--- src/design/ccs_pkg.sv ---
// Shared types, widths and status codes of the centered cosine similarity block.
package ccs_pkg;

	// Fixed datapath widths.
	localparam int CntW  = 13;
	localparam int LinW  = 36;
	localparam int SqW   = 52;
	localparam int MulW  = 57;
	localparam int ProdW = 2 * MulW;
	localparam int FracW = 28;
	localparam int RemW  = ProdW + FracW;
	localparam int QuoW  = 29;
	localparam int RootW = 15;

	// Result status codes.
	localparam logic [1:0] ST_OK       = 2'd0;
	localparam logic [1:0] ST_ZERO_VAR = 2'd1;
	localparam logic [1:0] ST_TOO_LONG = 2'd2;

	// Finished sums of one vector pair, handed from front to back.
	typedef struct packed {
		logic                   too_long;
		logic [CntW-1:0]        n;
		logic signed [LinW-1:0] sa;
		logic signed [LinW-1:0] sb;
		logic signed [SqW-1:0]  sab;
		logic signed [SqW-1:0]  saa;
		logic signed [SqW-1:0]  sbb;
	} acc_t;

endpackage

--- src/design/ccs_queue.sv ---
// Two-entry queue of finished sums between the front and back parts.
module ccs_queue import ccs_pkg::*; (
	input  logic clk,
	input  logic arst_n,
	input  logic wr,
	output logic wr_ready,
	input  acc_t wr_data,
	output logic rd_valid,
	input  logic rd,
	output acc_t rd_data
);

	acc_t       mem_q [2];
	logic       wp_q, rp_q;
	logic [1:0] cnt_q;

	assign wr_ready = cnt_q != 2'd2;
	assign rd_valid = cnt_q != 2'd0;
	assign rd_data  = mem_q[rp_q];

	// Pointers and fill count.
	always_ff @(posedge clk or negedge arst_n) begin
		if (!arst_n) begin
			wp_q  <= 1'b0;
			rp_q  <= 1'b0;
			cnt_q <= 2'd0;
		end else begin
			if (wr && wr_ready) wp_q <= ~wp_q;
			if (rd && rd_valid) rp_q <= ~rp_q;
			cnt_q <= cnt_q + 2'(wr && wr_ready) - 2'(rd && rd_valid);
		end
	end

	always_ff @(posedge clk) begin
		if (wr && wr_ready) mem_q[wp_q] <= wr_data;
	end

endmodule

--- config.mk ---
export PLATFORM = sky130hd
export DESIGN_NAME = ccs_queue
export DESIGN_NICKNAME = d
export VERILOG_FILES = /design/src/design/ccs_pkg.sv /design/src/design/ccs_queue.sv
export SDC_FILE = /design/constraint.sdc
export NUM_CORES = 1
export LEC_CHECK = 0
export BUFFER_PORTS_ARGS = -buffer_cell sky130_fd_sc_hd__buf_2
export CELL_PAD_IN_SITES_DETAIL_PLACEMENT = 1
export CELL_PAD_IN_SITES_GLOBAL_PLACEMENT = 1
export CORE_MARGIN = 4
export CORE_UTILIZATION = 28
export CTS_BUF_LIST = sky130_fd_sc_hd__clkbuf_4 sky130_fd_sc_hd__clkbuf_8
export CTS_CLUSTER_DIAMETER = 120
export DETAILED_ROUTE_END_ITERATION = 6
export MAX_ROUTING_LAYER = met4
export PLACE_DENSITY_LB_ADDON = 0.25
export SETUP_SLACK_MARGIN = 0.3
export SLEW_MARGIN = 20
export SYNTH_ARGS = -nofsm -noshare
export SYNTH_HDL_FRONTEND = slang
export SYNTH_SLANG_ARGS = --single-unit
export TNS_END_PERCENT = 50
--- constraint.sdc ---
create_clock -name clk -period 11.8 [get_ports clk]
set_clock_uncertainty 0.2 [all_clocks]
set_input_delay 1.18 -clock clk [delete_from_list [all_inputs] [get_ports clk]]
set_output_delay 1.18 -clock clk [all_outputs]
set_load 0.05 [all_outputs]
==> results_dict.tcl <==
set metrics [dict create \
    crit_required_ns 10.42 \
    synth.distinct_cells 16 \
    drv_cap 0 \
    report.final.slew_viol_count 0 \
    h-tree-depth 3 \
    synth_compound_area_share_pct 0 \
    grt_pass1_vias 10580 \
    ios 490 \
    start_util_pct 28.37 \
    synth_seq_area_share_pct 79.73 \
    wl_um 45220 \
    muxShareOfSynthArea_pct 18.32 \
    grt_max_degree 124 \
    synth_fp_nets 1018 \
    drt_pass1_iterations 4 \
    syn_inst 770 \
    drt_iter0_drc 387 \
    syn2layout_area_growth_pct 27.83 \
    num_rows 93 \
    synthSimpleGateAreaFrac_pct 0.1772 \
    power_density_nw_per_um2 299.5 \
    synth.cell_area_um2 18350 \
    cts_buffer_depth 3 \
    hold_buffers 0 \
    antenna_found_initial 18 \
    hold_class "in -> async" \
    crit_type "reg -> out" \
    ys_seq_elements 488 \
    ant_nets 0 \
    p_sw_mw 2.924 \
    finalHoldViolCount 0 \
    die_x_um 264.0 \
    vdd_drop_max_mv 0.1684 \
    grt_usage_pct 12.77 \
    grt.overflow.total 0 \
    rsz0062_at_grt "no" \
    max_slew_margin_pct 30.98 \
    drc 0 \
    synthXorXnorAreaFrac_pct 0.1909 \
    synth_fa_ha_area_share_pct 0.1363 \
    cp_max_fo 89 \
    synth_top_family_by_area "multiplexers" \
    status "finished, final reports clean" \
    numCtsBuffers 87 \
    p_int_mw 4.103 \
    clk_pin_slew_ns 0.06 \
    post_cts_resized 0 \
    fin_tns_setup_ns 0 \
    period_share_pct 39.61 \
    core_region_area_um2 64700 \
    clock_sinks 488 \
    switching_share_pct 41.61 \
    p_leak_nw 9.138 \
    totalPowerFinal_mw 7.027 \
    nFillCells 6603 \
    grt_pass1_wl_um 65650 \
    fmax_mhz 213.9 \
    yosys_warnings 0 \
    place_congestion 0.7259 \
    start_kind "register" \
    worst_pin_slew_ns 1.035 \
    via_per_inst 4.132 \
    critPathCaptureType "primary output" \
    fin_crit_ns 4.674 \
    die_area_um2 69710 \
    hpwl_um 30430 \
    nets 1579 \
    hold-worst-slack_ns 0.1434 \
    sequentialPowerShare_pct 35.6 \
    fp.dieH_um 264.0 \
    setup_viol 0 \
    pwr-share-clk_pct 21.8 \
    clk_latency_ns 0.63 \
    p_comb_share_pct 42.6 \
    cts_tree "done" \
    io_buffer_count 489 \
    synth.avg_cell_area_um2 23.84 \
    wl_per_cell_um 19.95 \
    postCtsSetupBuffers 0 \
    drive_gt1_share_pct 62.84 \
    num_vias 9367 \
    crit_arrival_ns 3.29 \
    cts-root-buf "clkbuf_8" \
]
[layer usage]
| layer | vias up | routed length (um) | global-route usage [%] |
|---|---|---|---|
| met1 | 4728 | 16830 | 13.42 |
| met5 | - | 0 | - |
| met4 | 0 | 1054 | 5.654 |
| met2 | 327 | 24140 | 21.97 |
| met3 | 74 | 3192 | 4.172 |
| li1 | 4238 | - | - |
[sequential cells by signal (all words and copies together) (netlist names)]
register and cells:
cnt_q 2, mem_q 484, rp_q 1, wp_q 1
[cells in the final DEF (no fill, tap or decap), drive strengths merged, types with 2 or more instances in the layout]
cell	synthesis	final
buf	27	499
edfxtp	484	484
mux2	242	242
clkbuf	0	116
clkinv	0	28
diode	0	18
inv	1	5
dfrtp	4	4
xnor2	3	3
bufinv	0	3
ha	2	2
[cells in the mapped netlist]
master,count,area share (%)
edfxtp_1,484,79
mux2_4,170,14
mux2_2,72,4.4
buf_6,20,1.2
buf_2,7,0.19
dfrtp_1,4,0.55
xnor2_1,3,0.14
ha_1,2,0.14
and2_1,1,0.034
and3_1,1,0.034
inv_1,1,0.020
nand2_1,1,0.020
nand2b_1,1,0.034
nor2_1,1,0.020
or2_2,1,0.034
xor2_1,1,0.048
[area by class of cell]
cell class | instances | area, um2 | area share, %
flip-flops and latches | 488 | 14640 | 62.39
multi-input cells | 254 | 3468 | 14.78
repair buffers | 499 | 2559 | 10.91
clock buffers | 116 | 1421 | 6.058
well taps | 855 | 1070 | 4.560
clock inverters | 36 | 257.7 | 1.099
diodes | 18 | 45.04 | 0.1920
inverters | 1 | 3.754 | 0.01600
[power by group through the flow]
stage / combinational (mW) / sequential (mW) / clock, mW
floorplan: 2.45 / 2.57 / 0
global placement: 3.04 / 2.53 / 0
detailed placement: 3.05 / 2.55 / 0
CTS: 3.05 / 2.52 / 1.61
global route: 3.12 / 2.55 / 1.69
finish: 2.99 / 2.50 / 1.53
[worst max-delay path: stages, from the launching register on]
cell and delay [ns]:
dfrtp_4 1.02, buf_12 0.36, buf_16 0.47, mux2_4 0.37, buf_2 0.22
[through the flow]
stage          utilization (%)  instance area (um2)  instances  setup slack [ns]
4_1_cts                  36.15                23390       2248             6.801
2_1_floorplan                -                18360        770             3.530
3_3_place_gp             33.55                21710       2096             7.329
5_1_grt                  36.26                23460       2266             6.875
6_report                 36.27                23460       2267             7.126
3_5_place_dp             33.55                21710       2096             7.366
[final timing paths]
path / from / to / slack [ns] / cells after the start
min in group clk: cnt_q[0] / cnt_q[0] / 0.34 / 1
setup / recovery: rp_q / rd_data[76] / 7.13 / 4
hold / removal: arst_n / wp_q / 0.14 / 1
setup reg to reg: cnt_q[1] / mem_q[1][79] / 8.21 / 4
hold reg to reg: cnt_q[0] / cnt_q[0] / 0.34 / 1
max in group asynchronous: arst_n / rp_q / 11.11 / 1
[kinds of logic (layout without fill, tap and decap cells)]
logic type	Yosys count	after routing
mux	242	242
simple gates	6	6
xor+xnor	4	4
other cells	0	18
buf+inv	28	652
flops	488	488
fa+ha+maj	2	2
Note: power is estimated with default switching activity, not from simulation.
