--- src/design/ccs_pkg.sv ---
// Shared types, widths and status codes of the centered cosine similarity block.
package ccs_pkg;

	// Fixed datapath widths.
	localparam int CntW  = 13;
	localparam int LinW  = 36;
	localparam int SqW   = 52;
	localparam int MulW  = 57;
	localparam int ProdW = 2 * MulW;
	localparam int FracW = 28;
	localparam int RemW  = ProdW + FracW;
	localparam int QuoW  = 29;
	localparam int RootW = 15;

	// Result status codes.
	localparam logic [1:0] ST_OK       = 2'd0;
	localparam logic [1:0] ST_ZERO_VAR = 2'd1;
	localparam logic [1:0] ST_TOO_LONG = 2'd2;

	// Finished sums of one vector pair, handed from front to back.
	typedef struct packed {
		logic                   too_long;
		logic [CntW-1:0]        n;
		logic signed [LinW-1:0] sa;
		logic signed [LinW-1:0] sb;
		logic signed [SqW-1:0]  sab;
		logic signed [SqW-1:0]  saa;
		logic signed [SqW-1:0]  sbb;
	} acc_t;

endpackage

--- src/design/ccs_front.sv ---
// Front part: takes element pairs and keeps the running count and sums.
module ccs_front import ccs_pkg::*; #(
	parameter int MAX_LEN   = 256,
	parameter int ELEM_BITS = 16
) (
	input  logic        clk,
	input  logic        arst_n,
	input  logic        in_valid,
	output logic        in_ready,
	input  logic [15:0] in_a,
	input  logic [15:0] in_b,
	input  logic        in_last,
	output logic        push,
	input  logic        push_ready,
	output acc_t        push_data
);

	localparam int ShAmt = 16 - ELEM_BITS;
	localparam logic [CntW-1:0] MaxCnt = CntW'(MAX_LEN);

	logic               valid_s1, last_s1, adv;
	logic signed [15:0] a_s1, b_s1, a_x, b_x;
	logic signed [31:0] ab_s1, aa_s1, bb_s1;
	logic [CntW-1:0]    cnt_q, cnt_n;
	logic signed [LinW-1:0] sa_q, sb_q, sa_n, sb_n;
	logic signed [SqW-1:0]  sab_q, saa_q, sbb_q, sab_n, saa_n, sbb_n;
	logic               add;

	// Take the low ELEM_BITS bits of each element as two's complement.
	assign a_x = $signed(in_a << ShAmt) >>> ShAmt;
	assign b_x = $signed(in_b << ShAmt) >>> ShAmt;

	// The stage moves on unless a finished vector waits for queue space.
	assign adv      = valid_s1 && (!last_s1 || push_ready);
	assign in_ready = !valid_s1 || adv;

	// Count saturates one past the limit; sums stop at the limit.
	always_comb begin
		cnt_n = cnt_q;
		add   = 1'b0;
		if (cnt_q <= MaxCnt) begin
			cnt_n = cnt_q + 1'b1;
			add   = cnt_n <= MaxCnt;
		end
		sa_n  = add ? sa_q + LinW'(a_s1) : sa_q;
		sb_n  = add ? sb_q + LinW'(b_s1) : sb_q;
		sab_n = add ? sab_q + SqW'(ab_s1) : sab_q;
		saa_n = add ? saa_q + SqW'(aa_s1) : saa_q;
		sbb_n = add ? sbb_q + SqW'(bb_s1) : sbb_q;
	end

	assign push = adv && last_s1;
	always_comb begin
		push_data.too_long = cnt_n > MaxCnt;
		push_data.n        = cnt_n;
		push_data.sa       = sa_n;
		push_data.sb       = sb_n;
		push_data.sab      = sab_n;
		push_data.saa      = saa_n;
		push_data.sbb      = sbb_n;
	end

	// Product stage.
	always_ff @(posedge clk or negedge arst_n) begin
		if (!arst_n) begin
			valid_s1 <= 1'b0;
		end else if (in_ready) begin
			valid_s1 <= in_valid;
		end
	end

	always_ff @(posedge clk) begin
		if (in_ready && in_valid) begin
			a_s1    <= a_x;
			b_s1    <= b_x;
			ab_s1   <= a_x * b_x;
			aa_s1   <= a_x * a_x;
			bb_s1   <= b_x * b_x;
			last_s1 <= in_last;
		end
	end

	// Accumulators, cleared after the last pair of a vector.
	always_ff @(posedge clk or negedge arst_n) begin
		if (!arst_n) begin
			cnt_q <= '0;
			sa_q  <= '0;
			sb_q  <= '0;
			sab_q <= '0;
			saa_q <= '0;
			sbb_q <= '0;
		end else if (adv) begin
			if (last_s1) begin
				cnt_q <= '0;
				sa_q  <= '0;
				sb_q  <= '0;
				sab_q <= '0;
				saa_q <= '0;
				sbb_q <= '0;
			end else begin
				cnt_q <= cnt_n;
				sa_q  <= sa_n;
				sb_q  <= sb_n;
				sab_q <= sab_n;
				saa_q <= saa_n;
				sbb_q <= sbb_n;
			end
		end
	end

endmodule

--- config.mk ---
export PLATFORM = sky130hd
export DESIGN_NAME = ccs_front
export DESIGN_NICKNAME = d
export VERILOG_FILES = /design/src/design/ccs_pkg.sv /design/src/design/ccs_front.sv
export SDC_FILE = /design/constraint.sdc
export NUM_CORES = 2
export LEC_CHECK = 0
export BUFFER_PORTS_ARGS = -buffer_cell sky130_fd_sc_hd__buf_2
export CORE_MARGIN = 4
export CORE_UTILIZATION = 55
export CTS_BUF_LIST = sky130_fd_sc_hd__clkbuf_4
export CTS_CLUSTER_SIZE = 14
export DETAILED_ROUTE_END_ITERATION = 16
export GPL_TIMING_DRIVEN = 0
export MAX_ROUTING_LAYER = met4
export PLACE_DENSITY_LB_ADDON = 0.1
export SLEW_MARGIN = 40
export SYNTH_ARGS = -nofsm -noshare
export SYNTH_HDL_FRONTEND = slang
export SYNTH_SLANG_ARGS = --single-unit
--- constraint.sdc ---
create_clock -name clk -period 5.2 [get_ports clk]
set_input_delay 0.26 -clock clk [delete_from_list [all_inputs] [get_ports clk]]
set_output_delay 0.26 -clock clk [all_outputs]
set_load 0.005 [all_outputs]
==> flow_metrics.env <==
export IMPL_overflow=0
export IMPL_fin_area_um2=65200
export IMPL_coreArea_um2=100000
export IMPL_rsz0062_at_grt="true"
export IMPL_start_util_pct=55.6
export IMPL_synth_seq_area_share_pct=17.6
export IMPL_path_max_fanout=10
export IMPL_timing_rr_start="cnt_q[6]"
export IMPL_clock_latency_ps=1000
export IMPL_globalplace_congestion=0.990
export IMPL_io_pins=281
export IMPL_synth_edf_count=125
export IMPL_hpwlAfterDp_um=157000
export IMPL_final_max_slew_viol_count=0
export IMPL_end_kind="register"
export IMPL_dpl_cell_area_um2=60300
export IMPL_critPathArrivalTime_ps=6520
export IMPL_fmax_mhz=176
export IMPL_cts_tree="built"
export IMPL_critPathLaunchType="input port"
export IMPL_ctsHtreeMaxLevel=3
export IMPL_fillCellCount=8353
export IMPL_multi_input_area_um2=42400
export IMPL_hold_ws_ps=78.1
export IMPL_worst_ep_required_time_ps=6050
export IMPL_drive_gt1_share_pct=16.7
export IMPL_violations="negative setup slack"
export IMPL_regArea_um2=9810
export IMPL_synthesis_area_um2=55800
export IMPL_syn_area_per_cell_um2=8.94
export IMPL_die_area_um2=107000
export IMPL_rows=116
export IMPL_slew_headroom_pct=35.7
export IMPL_grt_max_degree=67
export IMPL_cp_startpoint="in_a[9]"
export IMPL_min_from="in_b[3]"
export IMPL_r2r_slack_ps=1110
export IMPL_holdCritPathClass="in2reg"
export IMPL_critical_path_max_stage_delay_ps=580
export IMPL_cts_sinks=367
export IMPL_yosysWarnings=0
export IMPL_nets=8071
export IMPL_ff2ff_path_depth=12
export IMPL_synth_most_common_cell="inv_1"
export IMPL_syn_inst=6242
export IMPL_critPathKind="in2reg"
export IMPL_finalWirelength_um=200000
export IMPL_grt_util_all_layers_pct=38.4
export IMPL_synth_top_cell_area_share_pct=26.3
export IMPL_ys_seq_elements=367
export IMPL_crit_slowest_cell="fa_2"
export IMPL_clkTransAtPathRegs_ps=80
export IMPL_via_per_inst=5.97
export IMPL_port_buffers=280
export IMPL_yosys_top_cells_count="inv_1 (979), fa_1 (733), nand2_1 (724), ha_1 (485), o21ai_0 (345)"
export IMPL_regToRegEndpoint="sbb_q[44]"
export IMPL_holdPathEnd="b_s1[3]"
export IMPL_min_period_over_period_pct=109
export IMPL_dr_pass1_iters=6
export IMPL_cap_violations=0
export IMPL_cp_common_cell="fa_1"
export IMPL_status="complete, but fails checks"
export IMPL_worst_slew_pin_transition_ps=955
export IMPL_whs_path_depth=2
export IMPL_area_growth_pct=16.8
export IMPL_initialDrtViolationCount=4461
export IMPL_setup_viol=18
export IMPL_min_period_ps=5670
export IMPL_cts_max_path_buffers=3
export IMPL_vias=49300
export IMPL_fin_skew_ps=73.6
export IMPL_synth_top_area_cell="fa_1"
export IMPL_hold_viol=0
export IMPL_grt_pass1_vias=50100
export IMPL_wl_per_cell_um=24.2
export IMPL_synth_flop_cell="dfrtp_1"
export IMPL_grt_first_pass_wirelength_um=301000
export IMPL_async_flop_share_pct=65.9
export IMPL_ys_top_cells_by_area="fa_1 (26%), ha_1 (11%), dfrtp_1 (11%), edfxtp_1 (6.7%), inv_1 (6.6%)"
export IMPL_setup_ws_ps=-469
export IMPL_drcViolationCount=0
export IMPL_cts_buffers=107
export IMPL_die_y_um=326
export IMPL_die_w_um=326
export IMPL_ys_types=89
export IMPL_postLayoutCoreUtil_pct=65.0
export IMPL_drtAntennaViolNets=0
export IMPL_antenna_found_initial=8
export IMPL_cts_root_buffer="clkbuf_4"
export IMPL_synth_nets=7497
[worst max path at each step]
stage / endpoint / slack (ps) / depth (start not counted)
4_1_cts: ab_s1[31] / -320 / 23
6_report: ab_s1[31] / -470 / 26
5_1_grt: ab_s1[31] / -560 / 24
2_1_floorplan: bb_s1[30] / -800 / 22
3_3_place_gp: ab_s1[31] / -4020 / 22
3_5_place_dp: aa_s1[31] / -2340 / 24
[stage by stage]
step           TNS (ps)  setup WS (ps)  instances
6_report          -3300           -469       8270
5_1_grt           -5290           -556       8268
4_1_cts           -1370           -318       8199
3_5_place_dp     -81400          -2340       7896
3_3_place_gp    -556680          -4020       7879
2_1_floorplan    -14380           -797       6242
[cell usage in the layout (no fill, tap or decap), types with 24 or more instances in the layout]
master / netlist / layout
buf_2: 42 / 292
xor2_1: 96 / 95
mux2_2: 66 / 66
a211oi_1: 34 / 31
o21a_1: 49 / 49
buf_4: 6 / 130
o21ai_0: 345 / 327
inv_2: 1 / 36
a21oi_2: 0 / 29
nand3_1: 69 / 64
a31oi_1: 43 / 40
clkbuf_1: 238 / 113
o21bai_1: 55 / 55
nand2b_1: 44 / 43
fa_1: 733 / 696
edfxtp_1: 125 / 125
nand2_1: 724 / 700
clkbuf_4: 0 / 162
a21oi_1: 287 / 253
nor3_1: 69 / 65
dfrtp_1: 242 / 242
nor2b_1: 26 / 26
a22o_1: 139 / 139
and2_1: 198 / 177
ha_4: 0 / 27
clkbuf_16: 0 / 42
clkinv_1: 7 / 27
dlygate4sd3_1: 0 / 49
nand4_1: 58 / 58
nor2_1: 266 / 251
ha_1: 485 / 454
fa_2: 0 / 37
xnor2_1: 240 / 232
clkbuf_2: 0 / 24
a22oi_1: 45 / 44
buf_6: 0 / 28
and3_1: 38 / 35
a21o_1: 145 / 145
inv_1: 979 / 937
clkbuf_8: 0 / 27
[worst max-delay path: cells and delay by family]
| family | cells | cell delay [ps] |
|---|---|---|
| muxes | 1 | 160 |
| and+or+nand+nor | 2 | 480 |
| adders and majority gates | 7 | 3150 |
| buffers and inverters | 8 | 1020 |
| AOI/OAI and AO/OA | 8 | 1440 |
[area by class of cell]
cell class / count / area share (%)
Tap cell: 1357 / 2.61
Clock inverter: 49 / 0.463
Inverter: 987 / 5.79
Antenna cell: 8 / 0.0307
Timing Repair Buffer: 475 / 5.40
Buffer: 284 / 3.85
Sequential cell: 367 / 15.1
Clock buffer: 149 / 1.72
Multi-Input combinational cell: 4594 / 65.1
[repair_timing]
item | CTS | global route
buffers inserted | 60 | 67
hold endpoints to repair | 241 | 0
setup endpoints to repair | 134 | 64
hold buffers | 50 | 0
pin swaps | 88 | 90
gates resized for setup | 348 | 133
cloned | 1 | 2
[metal layers]
layer / up-vias / track usage (%) / wire (µm)
li1: 22000 / - / -
met1: 24500 / 47.6 / 78800
met2: 2224 / 59.8 / 91400
met3: 601 / 7.02 / 16800
met4: 0 / 20.8 / 13200
met5: - / - / 0
[flip-flops by register name, indices dropped and copies added, names as in the netlist]
name	cells
a_s1	16
aa_s1	30
ab_s1	32
b_s1	16
bb_s1	30
cnt_q	13
last_s1	1
sa_q	36
saa_q	52
sab_q	52
sb_q	36
sbb_q	52
valid_s1	1
[logic make-up (layout without fill, tap and decap cells)]
group | after synthesis | in the layout | synth area share (%)
buffers and inverters | 1281 | 1944 | 8.76
adders and majority gates | 1218 | 1218 | 37.2
muxes | 84 | 84 | 1.66
AOI/OAI and AO/OA | 1376 | 1376 | 16.4
other | 0 | 8 | 0
and+or+nand+nor | 1580 | 1580 | 13.2
DFF | 367 | 367 | 17.6
xor gates and xnor gates | 336 | 336 | 5.28
Power is left out: the tool's default activity adds up to more than one toggle a clock period on the data nets, which glitch-free logic cannot reach.
